`config.mk`:
```
export PLATFORM = sky130hd
export DESIGN_NAME = integer_to_ascii_radix
export DESIGN_NICKNAME = d
export VERILOG_FILES = /design/src/itar_pkg.sv /design/src/integer_to_ascii_radix.sv
export SDC_FILE = /design/constraint.sdc
export NUM_CORES = 1
export LEC_CHECK = 0
export BUFFER_PORTS_ARGS = -buffer_cell sky130_fd_sc_hd__buf_2
export CORE_MARGIN = 2
export CORE_UTILIZATION = 50
export DETAILED_ROUTE_END_ITERATION = 7
export GPL_ROUTABILITY_DRIVEN = 0
export PLACE_DENSITY = 0.68
export SLEW_MARGIN = 20
export SYNTH_ARGS = -nofsm -noshare
export SYNTH_HDL_FRONTEND = slang
export SYNTH_SLANG_ARGS = --single-unit
```
`constraint.sdc`:
```
create_clock -name clock -period 6.22 [get_ports clock]
set_clock_uncertainty 0.1 [all_clocks]
set_input_delay 0.933 -clock clock [delete_from_list [all_inputs] [get_ports clock]]
set_output_delay 0.933 -clock clock [all_outputs]
set_load 0.05 [all_outputs]
```
`src/itar_pkg.sv`:
```
// Package for the integer-to-ASCII radix converter.
// Holds sizing constants, the op code type, the FSM state type and the digit
// character table. Depends on nothing.
package itar_pkg;

   // Width of the number as the block interprets it.
   localparam int VALUE_WIDTH = 32;

   // Fixed width of the value field on the request channel.
   localparam int FIELD_W = 32;
   localparam int CHAR_W  = 7;

   // Bits of the field that take part in the conversion.
   localparam int MASK_W = (VALUE_WIDTH < FIELD_W) ? VALUE_WIDTH : FIELD_W;
   localparam logic [FIELD_W-1:0] VALUE_MASK = {FIELD_W{1'b1}} >> (FIELD_W - MASK_W);
   localparam int SIGN_IDX = MASK_W - 1;
   // A value can only be negative when the sign bit lies inside the field.
   localparam bit HAS_SIGN = (VALUE_WIDTH <= FIELD_W);

   // Octal needs the most digits.
   localparam int MAX_DIGITS = (FIELD_W + 2) / 3;
   localparam int CNT_W      = $clog2(MAX_DIGITS + 1);
   localparam int IDX_W      = $clog2(MAX_DIGITS);
   localparam int DIGIT_W    = 4;

   // x / 10 == (x * RECIP_10) >> RECIP_SHIFT, exact for every 32-bit x.
   localparam int                     PROD_W      = 2 * FIELD_W;
   localparam logic [FIELD_W-1:0]     RECIP_10    = 32'hCCCC_CCCD;
   localparam int                     RECIP_SHIFT = 35;

   localparam int OCT_SHIFT = 3;
   localparam int HEX_SHIFT = 4;

   localparam logic [CHAR_W-1:0] CHAR_MINUS = 7'h2D;

   localparam logic [CHAR_W-1:0] DIGIT_CHARS [16] = '{
      7'h30, 7'h31, 7'h32, 7'h33, 7'h34, 7'h35, 7'h36, 7'h37,
      7'h38, 7'h39, 7'h61, 7'h62, 7'h63, 7'h64, 7'h65, 7'h66
   };

   typedef enum logic [1:0] {
      OP_SDEC = 2'd0,
      OP_UDEC = 2'd1,
      OP_HEX  = 2'd2,
      OP_OCT  = 2'd3
   } op_type;

   typedef enum logic [1:0] {
      ST_IDLE,
      ST_MUL,
      ST_DIGIT,
      ST_EMIT
   } state_type;

endpackage

```
`src/integer_to_ascii_radix.sv`:
```
// Integer-to-ASCII radix converter, top level; uses itar_pkg.
// Each digit takes one shared divide step: a shift for hex/octal in ST_DIGIT, and for decimal
// a reciprocal multiply in ST_MUL, then quotient and remainder in ST_DIGIT; characters then leave
// one a cycle while rsp_stall is low, a minus sign first.
// req_stall is high after an accept until the last character loads. Synchronous reset.
module integer_to_ascii_radix (
   input  logic                         clock,
   input  logic                         reset,
   input  logic                         req_valid,
   output logic                         req_stall,
   input  logic [1:0]                   req_op,
   input  logic [itar_pkg::FIELD_W-1:0] req_value,
   output logic                         rsp_valid,
   input  logic                         rsp_stall,
   output logic [itar_pkg::CHAR_W-1:0]  rsp_character,
   output logic                         rsp_last
);
   import itar_pkg::*;

   state_type                  state_ff, state_in;
   op_type                     op_ff, op_in;
   logic                       neg_ff, neg_in;
   logic [FIELD_W-1:0]         mag_ff, mag_in;
   logic [PROD_W-1:0]          prod_ff, prod_in;
   logic [CNT_W-1:0]           nd_ff, nd_in;
   logic [DIGIT_W-1:0]         stack_ff [MAX_DIGITS];
   logic                       rsp_valid_ff, rsp_valid_in;
   logic [CHAR_W-1:0]          rsp_char_ff, rsp_char_in;
   logic                       rsp_last_ff, rsp_last_in;

   logic                       push_en;
   logic [DIGIT_W-1:0]         push_digit;
   logic [FIELD_W-1:0]         quot;
   logic [FIELD_W-1:0]         q_dec;
   logic [FIELD_W-1:0]         rem_dec;
   logic [FIELD_W-1:0]         in_mag;
   logic [IDX_W-1:0]           rd_idx;
   logic                       out_free;
   logic                       is_dec;

   assign req_stall     = (state_ff != ST_IDLE);
   assign rsp_valid     = rsp_valid_ff;
   assign rsp_character = rsp_char_ff;
   assign rsp_last      = rsp_last_ff;

   assign out_free = !rsp_valid_ff || !rsp_stall;
   assign is_dec   = (op_ff == OP_SDEC) || (op_ff == OP_UDEC);
   assign in_mag   = req_value & VALUE_MASK;
   assign rd_idx   = IDX_W'(nd_ff - CNT_W'(1));

   // Shared divide step: quotient and remainder for the current base.
   assign q_dec   = FIELD_W'(prod_ff >> RECIP_SHIFT);
   assign rem_dec = mag_ff - ((q_dec << 3) + (q_dec << 1));

   always_comb begin
      unique case (op_ff)
         OP_HEX: begin
            quot       = mag_ff >> HEX_SHIFT;
            push_digit = mag_ff[DIGIT_W-1:0];
         end
         OP_OCT: begin
            quot       = mag_ff >> OCT_SHIFT;
            push_digit = {1'b0, mag_ff[OCT_SHIFT-1:0]};
         end
         default: begin
            quot       = q_dec;
            push_digit = rem_dec[DIGIT_W-1:0];
         end
      endcase
   end

   always_comb begin
      state_in     = state_ff;
      op_in        = op_ff;
      neg_in       = neg_ff;
      mag_in       = mag_ff;
      prod_in      = prod_ff;
      nd_in        = nd_ff;
      push_en      = 1'b0;
      rsp_valid_in = rsp_valid_ff && rsp_stall;
      rsp_char_in  = rsp_char_ff;
      rsp_last_in  = rsp_last_ff;

      unique case (state_ff)
         ST_IDLE: begin
            if (req_valid) begin
               op_in  = op_type'(req_op);
               nd_in  = '0;
               neg_in = 1'b0;
               mag_in = in_mag;
               if (HAS_SIGN && (op_type'(req_op) == OP_SDEC) && in_mag[SIGN_IDX]) begin
                  neg_in = 1'b1;
                  mag_in = (~in_mag + FIELD_W'(1)) & VALUE_MASK;
               end
               if ((op_type'(req_op) == OP_SDEC) || (op_type'(req_op) == OP_UDEC)) begin
                  state_in = ST_MUL;
               end else begin
                  state_in = ST_DIGIT;
               end
            end
         end
         ST_MUL: begin
            prod_in  = PROD_W'(mag_ff) * PROD_W'(RECIP_10);
            state_in = ST_DIGIT;
         end
         ST_DIGIT: begin
            push_en = 1'b1;
            mag_in  = quot;
            nd_in   = nd_ff + CNT_W'(1);
            if (quot == '0) begin
               state_in = ST_EMIT;
            end else if (is_dec) begin
               state_in = ST_MUL;
            end else begin
               state_in = ST_DIGIT;
            end
         end
         ST_EMIT: begin
            if (out_free) begin
               rsp_valid_in = 1'b1;
               if (neg_ff) begin
                  rsp_char_in = CHAR_MINUS;
                  rsp_last_in = 1'b0;
                  neg_in      = 1'b0;
               end else begin
                  rsp_char_in = DIGIT_CHARS[stack_ff[rd_idx]];
                  rsp_last_in = (nd_ff == CNT_W'(1));
                  nd_in       = nd_ff - CNT_W'(1);
                  if (nd_ff == CNT_W'(1)) begin
                     state_in = ST_IDLE;
                  end
               end
            end
         end
         default: state_in = ST_IDLE;
      endcase
   end

   always_ff @(posedge clock) begin
      if (reset) begin
         state_ff     <= ST_IDLE;
         rsp_valid_ff <= 1'b0;
         nd_ff        <= '0;
         neg_ff       <= 1'b0;
      end else begin
         state_ff     <= state_in;
         rsp_valid_ff <= rsp_valid_in;
         nd_ff        <= nd_in;
         neg_ff       <= neg_in;
      end
   end

   always_ff @(posedge clock) begin
      op_ff       <= op_in;
      mag_ff      <= mag_in;
      prod_ff     <= prod_in;
      rsp_char_ff <= rsp_char_in;
      rsp_last_ff <= rsp_last_in;
      if (push_en) begin
         stack_ff[nd_ff[IDX_W-1:0]] <= push_digit;
      end
   end

endmodule

```
### Yosys cells after proc, flatten, opt, wreduce, memory -nomap -nowiden

Memories as Yosys holds them, arrays and structs flattened. A register that Yosys moved wholly into a read port is not among the register bits.
Index checks and enable logic that the tools add are counted.

* $add $sub $neg: 5
* equality and inequality tests: 12
* multipliers: 1
* multiplexer cells: 26
* reductions and logical operators: 21
* bitwise gates (word level): 2

Operators with widths (count)
* multiplier 32 x 32 -> 64 bit (second input constant): 1
* two-way mux 32 bit: 2
* one-hot mux 32 bit (2 select lines): 1
* one-hot mux 29 bit (2 select lines): 1
* adder 32 x 1 -> 32 bit (second input constant): 1
* zero test 32 bit: 1
* NOT 32 bit: 1
* two-way mux 2 bit: 7
* two-way mux 4 bit: 3
* one-hot mux 4 bit (3 select lines): 1
* equality test 2 bit (second input constant): 4
* two-way mux 1 bit: 8
* != test 2 bit (second input constant): 4
* one-hot mux 2 bit (4 select lines): 1
* one-hot mux 4 bit (2 select lines): 1
* AND reduction 4 bit: 2
* equality test 2 x 1 -> 1 bit (second input constant): 3
* zero test 2 bit: 3
* AND reduction 2 bit: 3
* nonzero test 2 bit: 3
* NOT 4 -> 5 bit: 1
* adder 4 x 1 -> 4 bit (second input constant): 1
* adder 4 bit: 1
* equality test 4 x 1 -> 1 bit (second input constant): 1
* other kinds (8): 12

* bits in read-only memories: 112
* memories kept: 2
* bits in registers: 107
* logic and storage cells: 77
* memory bits (writable): 44

Memory list
* (no name shown): depth 16, width 7, rd ports 1, clocked after memory_dff 1, wr ports 0, RTL line integer_to_ascii_radix.sv:126 `rsp_char_in = DIGIT_CHARS[stack_ff[rd_idx]];`
* stack_ff: depth 11, width 4, rd ports 1, clocked after memory_dff 0, wr ports 1, RTL line integer_to_ascii_radix.sv:26 `logic [DIGIT_W-1:0] stack_ff [MAX_DIGITS];`

### Logic depth before layout (Yosys ltp)

Gate-level depths: netlist of the first run.

* word-level depth: 5
* depth in mapped cells: 26

### Least setup slack after synthesis of the first run

OpenSTA, ideal clock, no wires.

* path type: register to register
* start: register mag_ff[10]
* end: register prod_ff[63] (data pin)
* required time: 5.860 ns
* setup time: 0.260 ns
* cell stages (with the launch flop): 25
* arrival time: 6.447 ns
* period minus slack after synthesis: 6.807 ns
* path slack: -0.587 ns
* cells stage by stage: edfxtp_1 > ha_1 > clkbuf_1 > xor2_1 > ha_1 > a21o_1 > fa_1 > inv_1 > fa_1 > inv_1 > fa_1 > fa_1 > fa_1 > fa_1 > ha_1 > nand2_1 > o21ai_2 > nand2b_1 > a21oi_1 > nand4b_4 > o41ai_2 > o21ai_2 > a221oi_2 > a21oi_1 > xnor2_1

* cells in the longest elaborated chain, start to end: 1

Ends and longest elaborated chain
* start, declared: RTL line integer_to_ascii_radix.sv:23 `logic [FIELD_W-1:0] mag_ff, mag_in;`
* start signal, assigned: RTL line integer_to_ascii_radix.sv:155 `mag_ff <= mag_in;`
* multiplier 32 x 32 -> 64 bit: RTL line integer_to_ascii_radix.sv:103 `prod_in = PROD_W'(mag_ff) * PROD_W'(RECIP_10);`
* end signal, assigned: RTL line integer_to_ascii_radix.sv:156 `prod_ff <= prod_in;`
* end, declared: RTL line integer_to_ascii_radix.sv:24 `logic [PROD_W-1:0] prod_ff, prod_in;`

Every way passes these cells.
A chain may end at the register's enable or synchronous reset.

### Final worst setup path of the first run

* start: register mag_ff[20]
* end: register prod_ff[63] (data pin)

Same word-level chain as after synthesis.

==> results.sh, run 1 <==
export IMPL_die_w_um=218
export IMPL_cts_buffers=17
export IMPL_r2r_end="prod_ff[63]"
export IMPL_crit_slowest_cell="fa_2"
export IMPL_first_iter_violations=1687
export IMPL_post_route_period_util_pct=114
export IMPL_max_freq_mhz=141
export IMPL_tightest_slew_ps=1060
export IMPL_crit_buf_inv=7
export IMPL_finalHoldViolCount=0
export IMPL_port_buffers=46
export IMPL_ys_warnings_count=0
export IMPL_pre_cts_ws_ps=-1010
export IMPL_grt_antenna_before_repair=3
export IMPL_num_antenna_cells=0
export IMPL_antenna_left=0
export IMPL_cts_sinks=122
export IMPL_critPathMaxFanout=4
export IMPL_wl_mm=70.0
export IMPL_viasPerCell=5.46
export IMPL_violations="negative setup slack"
export IMPL_cts_tree="built"
export IMPL_ys_seq_area_share_pct=15.6
export IMPL_grt_pass1_vias=19600
export IMPL_fin_area_um2=29100
export IMPL_yosys_area_top_type_share_pct=33.8
export IMPL_r2r_slack_ps=-880
export IMPL_io_pins=48
export IMPL_fin_crit_ps=7100
export IMPL_slowest_delay_ps=570
export IMPL_netlist_area_um2=22900
export IMPL_core_area_um2=45300
export IMPL_crit_cells=26
export IMPL_die_height_um=218
export IMPL_netlist_cell_type_count=68
export IMPL_slew_headroom_pct=28.5
export IMPL_crit_type="flip-flop to flip-flop"
export IMPL_clk_pin_slew_ps=60
export IMPL_rsz0062_at_grt="yes"
export IMPL_wl_per_cell_um=21.1
export IMPL_dr_pass1_iters=5
export IMPL_initial_utilization_pct=50.7
export IMPL_core_rowCount=78
export IMPL_clk_root_buffer_cell="clkbuf_16"
export IMPL_rr_worst_depth=26
export IMPL_grt_usage_pct=30.7
export IMPL_finalWorstSetupSlack_ps=-876
export IMPL_avgSynthCellArea_um2=10.2
export IMPL_crit_path_frequent_cell="fa_1"
export IMPL_drv_cap=0
export IMPL_vias=18100
export IMPL_syn_num_nets=3032
export IMPL_drc=0
export IMPL_nFillCells=3442
export IMPL_critPathCaptureType="flip-flop"
export IMPL_final_nets=3481
export IMPL_r2r_start="mag_ff[20]"
export IMPL_dp_hpwl_mm=60.0
export IMPL_fin_setup_tns_ps=-18670
export IMPL_postSynthCellCount=2251
export IMPL_worstPathRequired_ps=6280
export IMPL_synth_top_cells_by_area="fa_1 34%, ha_1 19%, edfxtp_1 15%"
export IMPL_hold_path_class="flip-flop to flip-flop"
export IMPL_layout_drive_gt1_share_pct=26.6
export IMPL_grt_max_degree=69
export IMPL_ys_async_sr_fraction_pct=0
export IMPL_clock_path_buffers=2
export IMPL_worstSetupEndpoint="prod_ff[63]"
export IMPL_synthFlopType="edfxtp_1"
export IMPL_slew_viol_final=0
export IMPL_arrival_ps=7160
export IMPL_outcome="finished, violations left"
export IMPL_syn2layout_area_growth_pct=27.0
export IMPL_htreeDepth=4
export IMPL_setup_violations=29
export IMPL_cpLargestDelayFamily="adder cells"
export IMPL_grt_overflow=0
export IMPL_die_area_um2=47600
export IMPL_placed_area_um2=27100
export IMPL_grt_pass1_wl_mm=109
export IMPL_crit_path_start_kind="flip-flop"
export IMPL_synth_seq_cells=122
export IMPL_clock_latency_ps=430
export IMPL_yosys_area_top_type="fa_1"
export IMPL_hold_depth=2
export IMPL_startpoint="mag_ff[20]"
export IMPL_synth_edf_count=114
[timing repair]
item	4_1_cts	5_1_grt
buffers inserted	36	21
gates resized for setup	140	55
setup endpoints to repair	29	29
pin swaps	116	38
hold buffers	0	0
hold endpoints to repair	0	0
[placed cells by master, fill, tap and decap left out, types with 32 or more instances in the layout]
cell type	Yosys	routed
xor2_1	67	58
mux2i_1	32	32
o21ai_0	93	84
ha_4	0	47
xnor2_1	44	38
buf_2	9	46
ha_1	356	297
nand2_1	134	123
fa_1	387	370
nor2_1	64	58
edfxtp_1	114	114
inv_1	569	550
a21oi_1	97	75
buf_4	1	398
[tightest hold or removal path, delay by kind of cell (launching register included)]
family	cells	cell delay, ps
AO/OA/AOI/OAI	1	50
flip-flops	1	330
AND/OR/NAND/NOR	1	70
[synth_stat cells, types with 3 or more instances]
library cell / instances
a31oi_1: 10
inv_1: 569
xor2_1: 67
or3_1: 3
and2_1: 16
o21ai_1: 8
nand3_1: 17
fa_1: 387
o31ai_1: 5
a22o_1: 3
nand2_1: 134
nor3b_1: 3
mux4_2: 8
buf_2: 9
nand2b_1: 11
edfxtp_1: 114
clkbuf_1: 32
o21a_1: 4
nor2b_1: 6
a21oi_1: 97
dfxtp_1: 8
a21o_1: 27
nor3_1: 15
and3_1: 14
nand4_1: 13
a211oi_1: 8
xnor2_1: 44
ha_1: 356
o21bai_1: 6
nor4_1: 6
o21ai_0: 93
nor2_1: 64
mux2i_1: 32
o211ai_1: 17
[worst min path at each step]
stage	endpoint	start	slack, ps
floorplan	nd_ff[3]	nd_ff[3]	410
finish	rsp_valid	rsp_valid	390
global placement	rsp_valid	rsp_valid	380
CTS	rsp_valid	rsp_valid	400
detailed placement	rsp_valid	rsp_valid	390
global route	rsp_valid	rsp_valid	430
[final cells by class]
class,instances,area [µm²],area share (%)
Clock buffer,18,429,1.47
Clock inverter,14,208,0.713
Inverter,569,2140,7.35
Multi-Input combinational cell,1516,18400,63.2
Sequential cell,122,3580,12.3
Tap cell,600,751,2.58
Timing Repair Buffer,474,3600,12.4
[through the flow]
stage | cells | util, % | hold WS, ps
after floorplan | 2251 | - | 405
after global placement | 3233 | 59.8 | 377
after detailed placement | 3233 | 59.8 | 390
after CTS | 3293 | 63.5 | 399
after global routing | 3313 | 64.3 | 432
final | 3313 | 64.3 | 394
[metal layers]
metal	part of all wire, %	vias up	routed length (µm)	GRT usage (%)
met1	39	9092	27000	38.1
li1	-	8100	-	-
met2	48	709	33800	51.8
met3	7.3	190	5130	5.83
met4	5.8	2	4050	14.1
met5	0.019	-	13	0
[state kept, by name, summed over array words and instances (netlist names)]
signal         cells
stack_ff          44
mag_ff            32
prod_ff           29
rsp_character      6
nd_ff              4
op_ff              2
state_ff           2
neg_ff             1
rsp_last           1
rsp_valid          1
[logic make-up after synthesis]
kind of cell,share of synthesized area [%]
fa+ha+maj,53.2
buf+inv,10.1
simple gates,6.74
compound gates,7.92
flops,15.6
xor+xnor,4.24
mux,2.18
other cells,0.0163
Power of run 1 is not shown: default switching activity piles up to over one toggle a cycle in this logic, so the estimate is an artifact.
==> inputs of run 2 (changes only) <==
--- a/config.mk
+++ b/config.mk
@@ -6,11 +6,13 @@
 export NUM_CORES = 1
 export LEC_CHECK = 0
 export BUFFER_PORTS_ARGS = -buffer_cell sky130_fd_sc_hd__buf_2
+export CELL_PAD_IN_SITES_DETAIL_PLACEMENT = 1
+export CELL_PAD_IN_SITES_GLOBAL_PLACEMENT = 1
 export CORE_MARGIN = 2
-export CORE_UTILIZATION = 50
+export CORE_UTILIZATION = 48
 export DETAILED_ROUTE_END_ITERATION = 7
 export GPL_ROUTABILITY_DRIVEN = 0
-export PLACE_DENSITY = 0.68
+export PLACE_DENSITY = 0.88
 export SLEW_MARGIN = 20
 export SYNTH_ARGS = -nofsm -noshare
 export SYNTH_HDL_FRONTEND = slang
==> run 2 against run 1 <==
Area after synthesis unchanged. Synthesized cell count unchanged. The flow now stops in global routing (5_1_grt).
==> results.sh, run 2 <==
export IMPL_outcome="stopped before the end"
export IMPL_failed_stage="global routing (5_1_grt)"
export IMPL_firstError="[ERROR GRT-0116] Global routing finished with congestion. Check the congestion regions in the DRC Viewer."
export IMPL_clk_root_buffer_cell="clkbuf_16"
export IMPL_die_height_um=223
export IMPL_synthTopCellsByCount="569 x inv_1, 387 x fa_1, 356 x ha_1"
export IMPL_io_pins=48
export IMPL_clock_path_buffers=2
export IMPL_synth_most_common_cell="inv_1"
export IMPL_core_rowCount=80
export IMPL_ys_seq_area_share_pct=15.6
export IMPL_port_buffers=46
export IMPL_grt_overflow=362
export IMPL_postSynthCellCount=2251
export IMPL_htreeDepth=4
export IMPL_cts_buffers=17
export IMPL_grt_usage_pct=71.7
export IMPL_ys_warnings_count=0
export IMPL_netlist_cell_type_count=68
export IMPL_initial_utilization_pct=48.3
export IMPL_grt_max_degree=69
export IMPL_synthFlopType="edfxtp_1"
export IMPL_ys_async_sr_fraction_pct=0
export IMPL_syn_num_nets=3032
export IMPL_yosys_area_top_type="fa_1"
export IMPL_netlist_area_um2=22900
export IMPL_grt_pass1_vias=30500
export IMPL_synth_top_cells_by_area="fa_1 34%, ha_1 19%, edfxtp_1 15%"
export IMPL_grt_pass1_wl_mm=254
export IMPL_hold_buffers=0
export IMPL_avgSynthCellArea_um2=10.2
export IMPL_cts_sinks=122
export IMPL_yosys_area_top_type_share_pct=33.8
export IMPL_die_w_um=223
export IMPL_dp_hpwl_mm=87.6
export IMPL_synth_edf_count=114
export IMPL_synth_seq_cells=122
## run 2: cell counts after synthesis
Identical to the previous run, type by type.
## run 2: repair_timing
action	in CTS
pin swaps	87
setup endpoints to repair	29
hold endpoints to repair	0
buffers inserted	47
gates resized for setup	149
## run 2: cell families after synthesis
kind of cell               synth area share (%)
DFF                                        15.6
and+or+nand+nor                            6.74
muxes                                      2.18
buffers and inverters                      10.1
other                                    0.0163
adders and majority gates                  53.2
xor gates and xnor gates                   4.24
AOI/OAI and AO/OA                          7.92
## run 2: metal layers
metal	overflow	track usage, %
met5	0	23.9
met4	122	70.8
met1	4	71.4
met3	8	58.3
met2	228	87.6
## run 2: per-stage QoR
step	TNS (ps)	util [%]	instances	cell area [µm²]	setup slack (ps)
after global placement	-24550	56.9	3233	27000	-1130
after floorplan	-2980	-	2251	23400	-367
after detailed placement	-35270	56.9	3233	27000	-1540
after CTS	-29920	60.2	3306	28600	-1310
==> inputs of run 3 (changes only) <==
--- a/config.mk
+++ b/config.mk
@@ -6,13 +6,11 @@
 export NUM_CORES = 1
 export LEC_CHECK = 0
 export BUFFER_PORTS_ARGS = -buffer_cell sky130_fd_sc_hd__buf_2
-export CELL_PAD_IN_SITES_DETAIL_PLACEMENT = 1
-export CELL_PAD_IN_SITES_GLOBAL_PLACEMENT = 1
 export CORE_MARGIN = 2
-export CORE_UTILIZATION = 48
+export CORE_UTILIZATION = 35
 export DETAILED_ROUTE_END_ITERATION = 7
 export GPL_ROUTABILITY_DRIVEN = 0
-export PLACE_DENSITY = 0.88
+export PLACE_DENSITY_LB_ADDON = 0.15
 export SLEW_MARGIN = 20
 export SYNTH_ARGS = -nofsm -noshare
 export SYNTH_HDL_FRONTEND = slang
==> constraint.sdc (replaced) <==
create_clock -name clock -period 8.1 [get_ports clock]
set_clock_uncertainty 0.1 [all_clocks]
set_input_delay 1.215 -clock clock [delete_from_list [all_inputs] [get_ports clock]]
set_output_delay 1.215 -clock clock [all_outputs]
set_load 0.05 [all_outputs]
==> run 3 against run 2 <==
The run now ends clean.
==> results.sh, run 3 (synthesis gave the netlist of run 1 again) <==
export IMPL_outcome="completed"
export IMPL_syn2layout_area_growth_pct=10.5
export IMPL_grt_pass1_vias=17500
export IMPL_final_common_cell="inv_1"
export IMPL_setup_violations=0
export IMPL_fin_crit_ps=7710
export IMPL_max_freq_mhz=130
export IMPL_wl_mm=69.9
export IMPL_rsz0062_at_grt="no"
export IMPL_cts_buffers=17
export IMPL_io_pins=48
export IMPL_wl_per_cell_um=21.7
export IMPL_core_area_um2=64600
export IMPL_grt_overflow=0
export IMPL_drv_cap=0
export IMPL_met2RoutedLength_mm=33.1
export IMPL_met1_length_mm=30.9
export IMPL_num_antenna_cells=0
export IMPL_highest_layer="met5"
export IMPL_grt_usage_pct=21.8
export IMPL_clk_root_buffer_cell="clkbuf_16"
export IMPL_grt_max_degree=69
export IMPL_antenna_left=0
export IMPL_crit_type="flip-flop to flip-flop"
export IMPL_first_iter_violations=982
export IMPL_die_area_um2=67600
export IMPL_clock_path_buffers=2
export IMPL_layout_drive_gt1_share_pct=8.29
export IMPL_worstPathRequired_ps=8160
export IMPL_hold_path_class="flip-flop to flip-flop"
export IMPL_slew_headroom_pct=34.2
export IMPL_cts_tree="built"
export IMPL_grt_pass1_wl_mm=108
export IMPL_core_rowCount=93
export IMPL_critPathCaptureType="flip-flop"
export IMPL_initial_utilization_pct=35.5
export IMPL_drc=0
export IMPL_grt_antenna_before_repair=1
export IMPL_final_cell_mix="569 x inv_1, 387 x fa_1, 350 x ha_1"
export IMPL_cts_sinks=122
export IMPL_hold_buffers=0
export IMPL_dp_hpwl_mm=62.8
export IMPL_clk_pin_slew_ps=70
export IMPL_die_w_um=260
export IMPL_fin_setup_tns_ps=0
export IMPL_viasPerCell=4.95
export IMPL_dr_pass1_iters=4
export IMPL_clock_latency_ps=430
export IMPL_port_buffers=46
export IMPL_tightest_slew_ps=959
export IMPL_final_nets=3133
export IMPL_htreeDepth=4
export IMPL_wl_met3_mm=3.15
export IMPL_vias=16000
export IMPL_post_route_period_util_pct=95.2
export IMPL_arrival_ps=7770
export IMPL_critPathMaxFanout=10
export IMPL_slew_viol_final=0
export IMPL_crit_path_start_kind="flip-flop"
export IMPL_largest_register_ffs=44
export IMPL_finalHoldViolCount=0
export IMPL_die_height_um=260
[run 3: path summary, 6_finish.rpt]
path	start	end	slack [ps]	cells after the start
setup / recovery	mag_ff[5]	prod_ff[53]	390	23
hold / removal	rsp_valid	rsp_valid	400	2
setup reg to reg	mag_ff[5]	prod_ff[53]	390	23
hold reg to reg	rsp_valid	rsp_valid	400	2
[run 3: repair_timing]
action,in CTS,in global routing
setup endpoints to repair,0,7
resized for setup,0,10
buffers inserted,0,7
[run 3: metal layers]
layer  track usage, %  up-vias
met5                0        -
met4             7.85        2
met3             3.51       80
met2             35.7      378
met1             29.0     8087
li1                 -     7407
[run 3: final cells by class]
type | instances | area [µm²]
inverter | 569 | 2140
sequential | 122 | 3580
fill | 6461 | 39200
tap | 855 | 1070
multi-input combinational | 1516 | 17100
clock inverter | 15 | 205
timing repair buffer | 126 | 831
clock buffer | 17 | 425
[run 3: worst max-delay path: stages (launching register included)]
cell and delay (ps):
edfxtp_1 610, ha_1 540, ha_1 260, or2_2 310, fa_1 550, fa_1 650, fa_1 480, fa_1 470
fa_1 500, inv_1 50, fa_1 470, inv_1 40, ha_1 330, and4_1 250, and3_1 230, a211oi_1 230
o22ai_1 150, o21ai_0 180, buf_4 170, nand3_1 190, a21oi_2 290, nor4_1 90, nor3_1 180, xnor2_1 130
[run 3: stage by stage]
| stage | hold WS, ps | utilization (%) | setup slack (ps) | instance area (µm²) | cells |
|---|---|---|---|---|---|
| 4_1_cts | 401 | 39.1 | 152 | 25200 | 3213 |
| 5_1_grt | 424 | 39.3 | 44.1 | 25300 | 3220 |
| 3_3_place_gp | 385 | 38.1 | 168 | 24600 | 3181 |
| 6_report | 403 | 39.3 | 389 | 25300 | 3220 |
| 2_1_floorplan | 405 | - | 1290 | 22900 | 2251 |
| 3_5_place_dp | 390 | 38.1 | 171 | 24600 | 3181 |
Power of run 3 is left out for the same reason.
